$ cat config.mk
export PLATFORM = sky130hd
export DESIGN_NAME = relative_encoder_midi_mapper_top
export DESIGN_NICKNAME = d
export VERILOG_FILES = /design/src/rtl/rem_pkg.sv /design/src/rtl/relative_encoder_midi_mapper_top.sv /design/src/rtl/rem_speed_div.sv /design/src/rtl/rem_scale_mul.sv
export VERILOG_INCLUDE_DIRS = /design/src /design/src/rtl
export SDC_FILE = /design/constraint.sdc
export NUM_CORES = 2
export LEC_CHECK = 0
export BUFFER_PORTS_ARGS = -buffer_cell sky130_fd_sc_hd__buf_2
export CORE_ASPECT_RATIO = 0.9
export CORE_MARGIN = 2
export CORE_UTILIZATION = 58
export DETAILED_ROUTE_END_ITERATION = 10
export PLACE_DENSITY_LB_ADDON = 0.25
export SLEW_MARGIN = 30
export SYNTH_ARGS = -nofsm -noshare
export SYNTH_HDL_FRONTEND = slang
export SYNTH_HIERARCHICAL = 1
export SYNTH_SLANG_ARGS = --single-unit
$ cat constraint.sdc
create_clock -name clk -period 6.2 [get_ports clk]
set_input_delay 1.55 -clock clk [delete_from_list [all_inputs] [get_ports clk]]
set_output_delay 1.55 -clock clk [all_outputs]
set_load 0.1 [all_outputs]
$ cat src/rtl/assert_macros.svh
// Assertion helpers; every user provides clk and rst.
`ifndef ASSERT_MACROS_SVH
`define ASSERT_MACROS_SVH

// cond must hold at every clock edge outside reset
`define CHECK_ALWAYS(label, cond) \
  label: assert property (@(posedge clk) disable iff (rst) (cond)) \
    else $error("invariant check failed");

// cons must hold in the cycle after ante
`define CHECK_NEXT(label, ante, cons) \
  label: assert property (@(posedge clk) disable iff (rst) (ante) |=> (cons)) \
    else $error("next-cycle check failed");

`endif

$ cat src/rtl/rem_pkg.sv
`timescale 1ns / 1ps

package rem_pkg;

  // port widths
  localparam int FIELD_W    = 32;
  localparam int MIDI_W     = 7;
  localparam int CFG_IDX_W  = 2;
  localparam int CFG_DATA_W = 16;

  // used widths of position and time
  localparam int POS_W  = 32;
  localparam int TIME_W = 32;
  localparam int MAG_W  = POS_W + 1;

  // speed in Q16.16; beyond 2^SPEED_BITS the multiplier is saturated anyway
  localparam int SPEED_FRAC = 16;
  localparam int SPEED_BITS = 13;
  localparam int PRE_SHIFT  = SPEED_FRAC - SPEED_BITS;
  localparam int CMP_W = (MAG_W + PRE_SHIFT > TIME_W) ? MAG_W + PRE_SHIFT : TIME_W;
  localparam int DCNT_W = $clog2(SPEED_BITS + 1);

  // acceleration curve: inc = floor((speed - 655) * 25 / 144), max 1024
  localparam int SENS_W = 16;
  localparam int MULT_W = 11;
  localparam int X_W    = 18;
  localparam int Y_W    = X_W - 4;
  localparam int RECIP_SHIFT = 17;
  localparam int PROD_W = Y_W + 14;
  localparam logic [SPEED_BITS-1:0] SPEED_THRESH = SPEED_BITS'(655);
  localparam logic [SPEED_BITS-1:0] INC_SAT_THRESH = SPEED_BITS'(5899);
  localparam logic [X_W-1:0] ACCEL_NUM = X_W'(25);
  // ceil(2^17 / 9); exact for quotients of values below 2^15
  localparam logic [Y_W-1:0] ACCEL_RECIP = Y_W'(14564);
  localparam logic [MULT_W-1:0] MULT_ONE = MULT_W'(256);
  localparam logic [MULT_W-1:0] MULT_MAX = MULT_W'(1280);

  // scale multiply: gain = sensitivity * multiplier, result >> 16, clamp 63
  localparam int GAIN_W  = SENS_W + MULT_W;
  localparam int DELTA_W = 6;
  localparam int ACC_W   = 16 + DELTA_W;
  localparam int SUM_W   = GAIN_W + 1;
  localparam int MCNT_W  = $clog2(MAG_W + 1);
  localparam logic [SUM_W-1:0] ACC_LIMIT = SUM_W'(1) << ACC_W;

  // register indexes
  localparam logic [CFG_IDX_W-1:0] REG_SENSITIVITY   = 2'd0;
  localparam logic [CFG_IDX_W-1:0] REG_ENCODING_MODE = 2'd1;
  localparam logic [CFG_IDX_W-1:0] REG_ACCEL_ENABLE  = 2'd2;

  // encodings
  localparam logic [1:0] MODE_OFFSET  = 2'd0;
  localparam logic [1:0] MODE_SIGNBIT = 2'd1;
  localparam logic [1:0] MODE_SIGNED  = 2'd2;
  localparam logic [1:0] MODE_INC     = 2'd3;
  localparam logic [MIDI_W-1:0] NEUTRAL   = 7'h40;
  localparam logic [MIDI_W-1:0] INC_UP    = 7'h01;
  localparam logic [MIDI_W-1:0] INC_DOWN  = 7'h7F;
  localparam logic [SENS_W-1:0] SENS_RESET = 16'd256;

  typedef struct packed {
    logic                  done;
    logic                  big;
    logic [SPEED_BITS-1:0] speed;
  } div_res_t;

  typedef struct packed {
    logic               done;
    logic [DELTA_W-1:0] scaled;
  } mul_res_t;

endpackage

$ cat src/rtl/relative_encoder_midi_mapper_top.sv
`timescale 1ns / 1ps
// Channel   Handshake               Payload
// in        in_valid / in_ready     position[31:0], time_ms[31:0]
// out       out_valid / out_ready   midi_value[6:0]
// cfg       cfg_valid / cfg_ready   cfg_index[1:0], cfg_data[15:0]
//
// One request at a time. Unchanged position: S_DIFF goes straight to S_OUT.
// Moved, no acceleration: S_GAIN, then the 33-step scale multiply.
// Moved, with acceleration: the 13-step speed divider runs before that.
// Synchronous reset clears state, out_valid, the configuration and the stored position and time.
// in_ready is high in idle, also while a result waits; cfg_ready is always high.
// A stalled output holds the block in its final state until taken.

`include "assert_macros.svh"

module relative_encoder_midi_mapper_top (
  input  logic                           clk,
  input  logic                           rst,
  input  logic                           in_valid,
  output logic                           in_ready,
  input  logic [rem_pkg::FIELD_W-1:0]    position,
  input  logic [rem_pkg::FIELD_W-1:0]    time_ms,
  output logic                           out_valid,
  input  logic                           out_ready,
  output logic [rem_pkg::MIDI_W-1:0]     midi_value,
  input  logic                           cfg_valid,
  output logic                           cfg_ready,
  input  logic [rem_pkg::CFG_IDX_W-1:0]  cfg_index,
  input  logic [rem_pkg::CFG_DATA_W-1:0] cfg_data
);
  import rem_pkg::*;

  localparam logic [3:0] S_IDLE   = 4'd0;
  localparam logic [3:0] S_DIFF   = 4'd1;
  localparam logic [3:0] S_DSTART = 4'd2;
  localparam logic [3:0] S_DIV    = 4'd3;
  localparam logic [3:0] S_INC1   = 4'd4;
  localparam logic [3:0] S_INC2   = 4'd5;
  localparam logic [3:0] S_GAIN   = 4'd6;
  localparam logic [3:0] S_MUL    = 4'd7;
  localparam logic [3:0] S_OUT    = 4'd8;

  logic [3:0] state;

  // configuration
  logic [SENS_W-1:0] sensitivity;
  logic [1:0]        encoding_mode;
  logic              accel_enable;

  // history
  logic [POS_W-1:0]  last_position;
  logic [TIME_W-1:0] last_time;

  // per-request working registers
  logic [POS_W-1:0]      pos_q;
  logic [TIME_W-1:0]     time_q;
  logic [MAG_W-1:0]      mag_q;
  logic                  neg_q;
  logic [TIME_W-1:0]     dt_q;
  logic [SPEED_BITS-1:0] s_q;
  logic [Y_W-1:0]        y_q;
  logic [MULT_W-1:0]     mult_q;
  logic [DELTA_W-1:0]    scaled_q;

  div_res_t div_res;
  mul_res_t mul_res;

  logic [MAG_W-1:0]      cur_ext;
  logic [MAG_W-1:0]      prev_ext;
  logic [MAG_W-1:0]      diff_fwd;
  logic [MAG_W-1:0]      diff_rev;
  logic [TIME_W-1:0]     dt_w;
  logic                  use_accel;
  logic [SPEED_BITS-1:0] s_w;
  logic [X_W-1:0]        x_prod;
  logic [PROD_W-1:0]     inc_prod;
  logic [GAIN_W-1:0]     gain_w;

  assign in_ready  = (state == S_IDLE);
  assign cfg_ready = 1'b1;

  // Exact difference of sign-extended positions; both orders, pick by sign.
  always_comb begin
    cur_ext   = {pos_q[POS_W-1], pos_q};
    prev_ext  = {last_position[POS_W-1], last_position};
    diff_fwd  = cur_ext - prev_ext;
    diff_rev  = prev_ext - cur_ext;
    dt_w      = time_q - last_time;
    // acceleration needs a prior time and a nonzero interval
    use_accel = accel_enable && (last_time != '0) && (dt_w != '0);
    s_w       = div_res.speed - SPEED_THRESH;
    x_prod    = X_W'(s_q) * ACCEL_NUM;
    inc_prod  = PROD_W'(y_q) * PROD_W'(ACCEL_RECIP);
    gain_w    = GAIN_W'(sensitivity) * GAIN_W'(mult_q);
  end

  rem_speed_div u_div (
    .clk   (clk),
    .rst   (rst),
    .start (state == S_DSTART),
    .mag   (mag_q),
    .dt    (dt_q),
    .res   (div_res)
  );

  rem_scale_mul u_mul (
    .clk   (clk),
    .rst   (rst),
    .start (state == S_GAIN),
    .mag   (mag_q),
    .gain  (gain_w),
    .res   (mul_res)
  );

  function automatic logic [MIDI_W-1:0] encode(input logic [1:0] mode, input logic neg,
                                               input logic [DELTA_W-1:0] m);
    logic [MIDI_W-1:0] r;
    unique case (mode)
      MODE_OFFSET: begin
        r = neg ? (NEUTRAL - MIDI_W'(m)) : (NEUTRAL + MIDI_W'(m));
      end
      MODE_SIGNBIT, MODE_SIGNED: begin
        r = (m == '0) ? '0 : {neg, m};
      end
      MODE_INC: begin
        r = (m == '0) ? '0 : (neg ? INC_DOWN : INC_UP);
      end
    endcase
    return r;
  endfunction

  // register writes
  always_ff @(posedge clk) begin
    if (rst) begin
      sensitivity   <= SENS_RESET;
      encoding_mode <= MODE_OFFSET;
      accel_enable  <= 1'b0;
    end else if (cfg_valid && cfg_ready) begin
      unique case (cfg_index)
        REG_SENSITIVITY:   sensitivity   <= cfg_data[SENS_W-1:0];
        REG_ENCODING_MODE: encoding_mode <= cfg_data[1:0];
        REG_ACCEL_ENABLE:  accel_enable  <= cfg_data[0];
        default: ;
      endcase
    end
  end

  // sequencer
  always_ff @(posedge clk) begin
    if (rst) begin
      state         <= S_IDLE;
      out_valid     <= 1'b0;
      last_position <= '0;
      last_time     <= '0;
    end else begin
      // a result taken while the next one is loaded is handled in S_OUT
      if (out_valid && out_ready && state != S_OUT) begin
        out_valid <= 1'b0;
      end
      unique case (state)
        S_IDLE: begin
          if (in_valid) begin
            state <= S_DIFF;
          end
        end
        S_DIFF: begin
          if (pos_q == last_position) begin
            // no movement: neutral byte, history kept
            state <= S_OUT;
          end else begin
            last_position <= pos_q;
            last_time     <= time_q;
            state         <= use_accel ? S_DSTART : S_GAIN;
          end
        end
        S_DSTART: state <= S_DIV;
        S_DIV: begin
          if (div_res.done) begin
            if (div_res.big || (div_res.speed >= SPEED_THRESH &&
                                s_w < INC_SAT_THRESH)) begin
              state <= div_res.big ? S_GAIN : S_INC1;
            end else begin
              state <= S_GAIN;
            end
          end
        end
        S_INC1: state <= S_INC2;
        S_INC2: state <= S_GAIN;
        S_GAIN: state <= S_MUL;
        S_MUL: begin
          if (mul_res.done) begin
            state <= S_OUT;
          end
        end
        S_OUT: begin
          if (!out_valid || out_ready) begin
            out_valid <= 1'b1;
            state     <= S_IDLE;
          end
        end
        default: state <= S_IDLE;
      endcase
    end
  end

  // datapath registers
  always_ff @(posedge clk) begin
    if (state == S_IDLE && in_valid) begin
      pos_q  <= position[POS_W-1:0];
      time_q <= time_ms[TIME_W-1:0];
    end
    if (state == S_DIFF) begin
      neg_q    <= diff_fwd[MAG_W-1];
      mag_q    <= diff_fwd[MAG_W-1] ? diff_rev : diff_fwd;
      dt_q     <= dt_w;
      mult_q   <= MULT_ONE;
      scaled_q <= '0;
    end
    if (state == S_DIV && div_res.done) begin
      s_q <= s_w;
      // slow turns keep 1.0, fast ones clamp at 5.0
      if (div_res.big) begin
        mult_q <= MULT_MAX;
      end else if (div_res.speed < SPEED_THRESH) begin
        mult_q <= MULT_ONE;
      end else if (s_w >= INC_SAT_THRESH) begin
        mult_q <= MULT_MAX;
      end
    end
    if (state == S_INC1) begin
      // x / 144 as (x >> 4) / 9
      y_q <= x_prod[X_W-1:4];
    end
    if (state == S_INC2) begin
      mult_q <= MULT_ONE + inc_prod[RECIP_SHIFT +: MULT_W];
    end
    if (state == S_MUL && mul_res.done) begin
      scaled_q <= mul_res.scaled;
    end
    if (state == S_OUT && (!out_valid || out_ready)) begin
      midi_value <= encode(encoding_mode, neg_q, scaled_q);
    end
  end

  `CHECK_ALWAYS(a_div_done_in_div, !div_res.done || state == S_DIV)
  `CHECK_ALWAYS(a_mul_done_in_mul, !mul_res.done || state == S_MUL)
  `CHECK_ALWAYS(a_mult_range, state != S_GAIN || (mult_q >= MULT_ONE && mult_q <= MULT_MAX))
  `CHECK_NEXT(a_still_keeps_history, state == S_DIFF && pos_q == last_position, $stable(last_position) && $stable(last_time))

endmodule

$ cat src/rtl/rem_speed_div.sv
`timescale 1ns / 1ps

// Restoring divider, one quotient bit per cycle: speed = |delta| * 2^16 / dt.
module rem_speed_div (
  input  logic                   clk,
  input  logic                   rst,
  input  logic                   start,
  input  logic [rem_pkg::MAG_W-1:0]  mag,
  input  logic [rem_pkg::TIME_W-1:0] dt,
  output rem_pkg::div_res_t      res
);
  import rem_pkg::*;

  logic                  busy;
  logic                  done;
  logic                  big;
  logic [DCNT_W-1:0]     count;
  logic [TIME_W-1:0]     rem;
  logic [SPEED_BITS-1:0] quot;

  logic [CMP_W-1:0]  mag_sh;
  logic              over;
  logic [TIME_W:0]   rem2;
  logic              fits;

  always_comb begin
    mag_sh = CMP_W'(mag) << PRE_SHIFT;
    over   = mag_sh >= CMP_W'(dt);
    rem2   = {rem, 1'b0};
    fits   = rem2 >= {1'b0, dt};
  end

  always_ff @(posedge clk) begin
    if (rst) begin
      busy  <= 1'b0;
      done  <= 1'b0;
      big   <= 1'b0;
      count <= '0;
    end else begin
      done <= 1'b0;
      if (start) begin
        big <= over;
        if (over) begin
          done <= 1'b1;
        end else begin
          busy  <= 1'b1;
          count <= DCNT_W'(SPEED_BITS);
        end
      end else if (busy) begin
        count <= count - DCNT_W'(1);
        if (count == DCNT_W'(1)) begin
          busy <= 1'b0;
          done <= 1'b1;
        end
      end
    end
  end

  // partial remainder stays below dt
  always_ff @(posedge clk) begin
    if (start) begin
      rem <= mag_sh[TIME_W-1:0];
    end else if (busy) begin
      rem  <= fits ? TIME_W'(rem2 - {1'b0, dt}) : rem2[TIME_W-1:0];
      quot <= {quot[SPEED_BITS-2:0], fits};
    end
  end

  assign res = '{done: done, big: big, speed: quot};

endmodule

$ cat src/rtl/rem_scale_mul.sv
`timescale 1ns / 1ps

// Shift-add multiply, magnitude MSB first, with sticky saturation at 64 << 16.
module rem_scale_mul (
  input  logic                       clk,
  input  logic                       rst,
  input  logic                       start,
  input  logic [rem_pkg::MAG_W-1:0]  mag,
  input  logic [rem_pkg::GAIN_W-1:0] gain,
  output rem_pkg::mul_res_t          res
);
  import rem_pkg::*;

  logic              busy;
  logic              done;
  logic              sat;
  logic [MCNT_W-1:0] count;
  logic [MAG_W-1:0]  mag_sr;
  logic [GAIN_W-1:0] gain_q;
  logic [ACC_W-1:0]  acc;

  logic [SUM_W-1:0]  sum;
  logic              over;

  always_comb begin
    sum  = SUM_W'({acc, 1'b0}) + (mag_sr[MAG_W-1] ? SUM_W'(gain_q) : SUM_W'(0));
    over = sat || (sum >= ACC_LIMIT);
  end

  always_ff @(posedge clk) begin
    if (rst) begin
      busy  <= 1'b0;
      done  <= 1'b0;
      sat   <= 1'b0;
      count <= '0;
    end else begin
      done <= 1'b0;
      if (start) begin
        busy  <= 1'b1;
        sat   <= 1'b0;
        count <= MCNT_W'(MAG_W);
      end else if (busy) begin
        sat   <= over;
        count <= count - MCNT_W'(1);
        if (count == MCNT_W'(1)) begin
          busy <= 1'b0;
          done <= 1'b1;
        end
      end
    end
  end

  always_ff @(posedge clk) begin
    if (start) begin
      mag_sr <= mag;
      gain_q <= gain;
      acc    <= '0;
    end else if (busy) begin
      mag_sr <= {mag_sr[MAG_W-2:0], 1'b0};
      if (!over) begin
        acc <= sum[ACC_W-1:0];
      end
    end
  end

  assign res = '{done: done,
                 scaled: sat ? {DELTA_W{1'b1}} : acc[ACC_W-1 -: DELTA_W]};

endmodule
==> results.cfg <==
[power]
internal_power_mw = 7.03
fin_total_pwr_mw = 11.4
sw_frac_of_total = 0.381
vdd_drop_max_v = 0.000274
powerDensity_mw_per_mm2 = 312
p_leak_nw = 16.1
switchingPower_mw = 4.34
power_frac_clock = 0.247
pwr-share-comb = 0.426
seqPwrFrac = 0.326

[floorplan]
rows = 83
start_util = 0.587
fp.dieW_um = 258
die-area_mm2 = 0.0598
die_h_um = 232
io_pins = 97
core_mm2 = 0.0571

[cts]
holdBufCountCts = 0
clockBufferDepth = 3
clkSinkCount = 412
clock_latency_ns = 0.60
h-tree-depth = 2
cts_made_buffers = 45
clkTransAtPathRegs_ns = 0.06
clock-root-buffer = clkbuf_16
cts_tree = yes

[worst_hold_path]
min_path_cells = 2
hold_path.class = flop to flop
hold_path.startpoint = last_time[21]$_SDFFE_PP0P_
hold_end = last_time[21]$_SDFFE_PP0P_

[global_route]
track_usage = 0.253
grtUsageMet2 = 0.434
grt_busiest_layer = met2
grt_pass1_vias = 24260
antenna_found_initial = 0
grt_util_met3 = 0.0279
grt_max_degree = 70
grt_pass1_wl_um = 124000
gr-total-overflow = 0
met1_usage = 0.335

[yosys]
synthesis.instances = 3561
synth_area_mm2 = 0.0335
synth_nets = 4194
ys_warn_count = 6
synth_ff_type = edfxtp_1
synth_area_per_cell_um2 = 9.42
synth-edff-count = 272
ys_types = 103
ys_ff_latch = 412
synthArstFlopShare = 0
synth-seq-area-share = 0.327

[worst_setup_path]
reg2reg_slack_ns = 0.13
critPathTopFamily = adder cells
arrival_ns = 6.55
crit_path_end_kind = flop
reg2reg_depth = 27
start_kind = flop
cp_num_buf_inv = 7
worstPathRequired_ns = 6.68
max_stage_delay_ns = 0.54
reg2reg_from = y_q[7]$_DFFE_PP_
reg2reg_to = mult_q[10]$_DFF_P_
slowest_stage = fa_1
criticalPathCategory = flop to flop
cp_max_fo = 3

[drt]
post_drt_wl_per_cell_um = 17.2
vias = 25180
viasPerCell = 5.71
drtPass1Iterations = 6
ant_nets = 0
routed_wl_um = 75900
drcViolationCount = 0
drtIter0Drc = 1670

[sta]
hold_violations = 0
drv_slew = 0
setup_viol = 0
worstMarginPinSlew_ns = 1.00
period_minus_slack_ns = 6.07
fin_crit_sh = 0.979
fin_tns_setup_ns = 0
fmaxAchievable_ghz = 0.165
maxSlewHeadroom = 0.331
fin_worst_skew_ns = 0.0284

[placed_design]
port_buffers = 95
gp_congestion = 0.924
hpwl_um = 57700
placed_area_mm2 = 0.0347

[run]
cap_violations = 0

[finish]
nets = 4243
drive_gt1_frac = 0.0924
syn_to_final_growth_pct = 8.76
post-route-util = 0.639
final_area_mm2 = 0.0365
num-fill-cells = 4715
diodes = 0

[run_status]
status = completed
==> worst min-delay path, stage by stage, from the launching register on <==
cell	delay [ns]
dfxtp_1	0.32
nand2_1	0.05
a21oi_1	0.05
==> routing by layer <==
metal / up-vias / share of wire
met5: - / 0
met2: 606 / 0.48
met4: 0 / 0.030
met3: 135 / 0.047
met1: 12021 / 0.44
li1: 12418 / -
==> cells in the mapped netlist, types with 7 or more instances <==
cell type	n	area [um^2]
o22ai_1	9	56.3
or4_1	12	90.1
nand4_1	38	238
a211oi_1	31	233
o21ai_1	32	160
edfxtp_1	272	8170
a211o_1	8	70.1
o31ai_1	18	135
dfxtp_1	140	2800
clkbuf_1	101	379
nor2b_1	30	188
ha_1	370	4630
nand2b_1	25	156
buf_2	27	135
o21bai_1	38	285
nand3b_1	12	90.1
nor3_1	51	255
a32oi_1	10	87.6
fa_1	176	3520
nand3_1	53	265
or3_1	14	87.6
nor2_1	121	454
a21oi_1	281	1410
xor2_1	58	508
a22o_1	19	166
o21ai_0	114	571
and2_1	138	863
mux2_2	35	394
buf_4	11	82.6
nand2_1	384	1440
o21a_1	34	255
o211ai_1	14	105
a21boi_0	7	52.6
inv_1	467	1750
mux2i_1	18	180
and3_1	17	106
a31oi_1	24	150
xnor2_1	101	885
nor4_1	19	119
or2_2	10	62.6
a21o_1	88	661
==> how the worst max path moves through the flow <==
| stage | slack (ns) | endpoint | startpoint | depth (start not counted) |
|---|---|---|---|---|
| floorplan | 0.18 | mult_q[10]$_DFF_P_ | y_q[7]$_DFFE_PP_ | 26 |
| detailed placement | -0.003 | mult_q[10]$_DFF_P_ | y_q[3]$_DFFE_PP_ | 26 |
| CTS | 0.01 | mult_q[10]$_DFF_P_ | y_q[3]$_DFFE_PP_ | 26 |
| global route | -0.08 | mult_q[10]$_DFF_P_ | y_q[7]$_DFFE_PP_ | 27 |
| finish | 0.13 | mult_q[10]$_DFF_P_ | y_q[7]$_DFFE_PP_ | 27 |
| global placement | 0.05 | mult_q[10]$_DFF_P_ | y_q[3]$_DFFE_PP_ | 26 |
==> kinds of logic after synthesis <==
| logic type | Yosys count | synth area share |
|---|---|---|
| adders and majority gates | 546 | 0.243 |
| other | 1 | 0.000112 |
| and+or+nand+nor | 957 | 0.141 |
| AOI/OAI and AO/OA | 817 | 0.158 |
| buffers and inverters | 614 | 0.0716 |
| muxes | 55 | 0.0180 |
| DFF | 412 | 0.327 |
| xor gates and xnor gates | 159 | 0.0415 |
==> layout by cell type (no fill, tap or decap), types with 35 or more instances in the layout <==
master,Yosys,routed
inv_1,467,459
nand2_1,384,383
ha_1,370,360
a21oi_1,281,281
edfxtp_1,272,272
fa_1,176,173
dfxtp_1,140,138
and2_1,138,136
nor2_1,121,120
o21ai_0,114,114
xnor2_1,101,100
buf_2,27,94
a21o_1,88,88
xor2_1,58,58
nand3_1,53,52
nor3_1,51,49
buf_4,11,49
clkbuf_16,0,46
nand4_1,38,38
o21bai_1,38,38
mux2_2,35,35
==> power groups by stage <==
stage / sequential (mW) / combinational (mW) / clock [mW]
floorplan: 3.59 / 3.61 / 0
global placement: 3.75 / 4.54 / 0
detailed placement: 3.76 / 4.61 / 0
CTS: 3.70 / 4.66 / 2.88
global route: 3.75 / 5.45 / 2.97
finish: 3.71 / 4.85 / 2.81
==> registers in the layout (all words and copies together) (netlist names), 16 cells and up <==
signal,cells
u_mul/acc,22
u_div/rem,32
sensitivity,16
u_mul/mag_sr,33
pos_q,32
u_mul/gain_q,27
last_position,32
mag_q,33
dt_q,32
time_q,32
last_time,32
==> per-stage QoR <==
step	std cells	hold slack [ns]	setup WS, ns
3_5_place_dp	4319	0.463	-0.00320
6_report	4411	0.470	0.130
3_3_place_gp	4318	0.459	0.0533
5_1_grt	4411	0.489	-0.0777
2_1_floorplan	3561	0.424	0.177
4_1_cts	4403	0.471	0.0105
==> timing repair <==
action,in CTS,in global routing
resized for setup,2,28
buffers inserted,1,8
setup endpoints to repair,1,2
pin swaps,1,19
==> layout make-up <==
type / count / area [um^2] / share of cell area
Sequential cell: 412 / 11000 / 0.301
Inverter: 470 / 1760 / 0.0484
Clock inverter: 24 / 294 / 0.00806
Timing Repair Buffer: 146 / 876 / 0.0240
Clock buffer: 59 / 1260 / 0.0345
Multi-Input combinational cell: 2535 / 20400 / 0.558
Tap cell: 765 / 957 / 0.0262
Power figures use the tool's default switching activity.
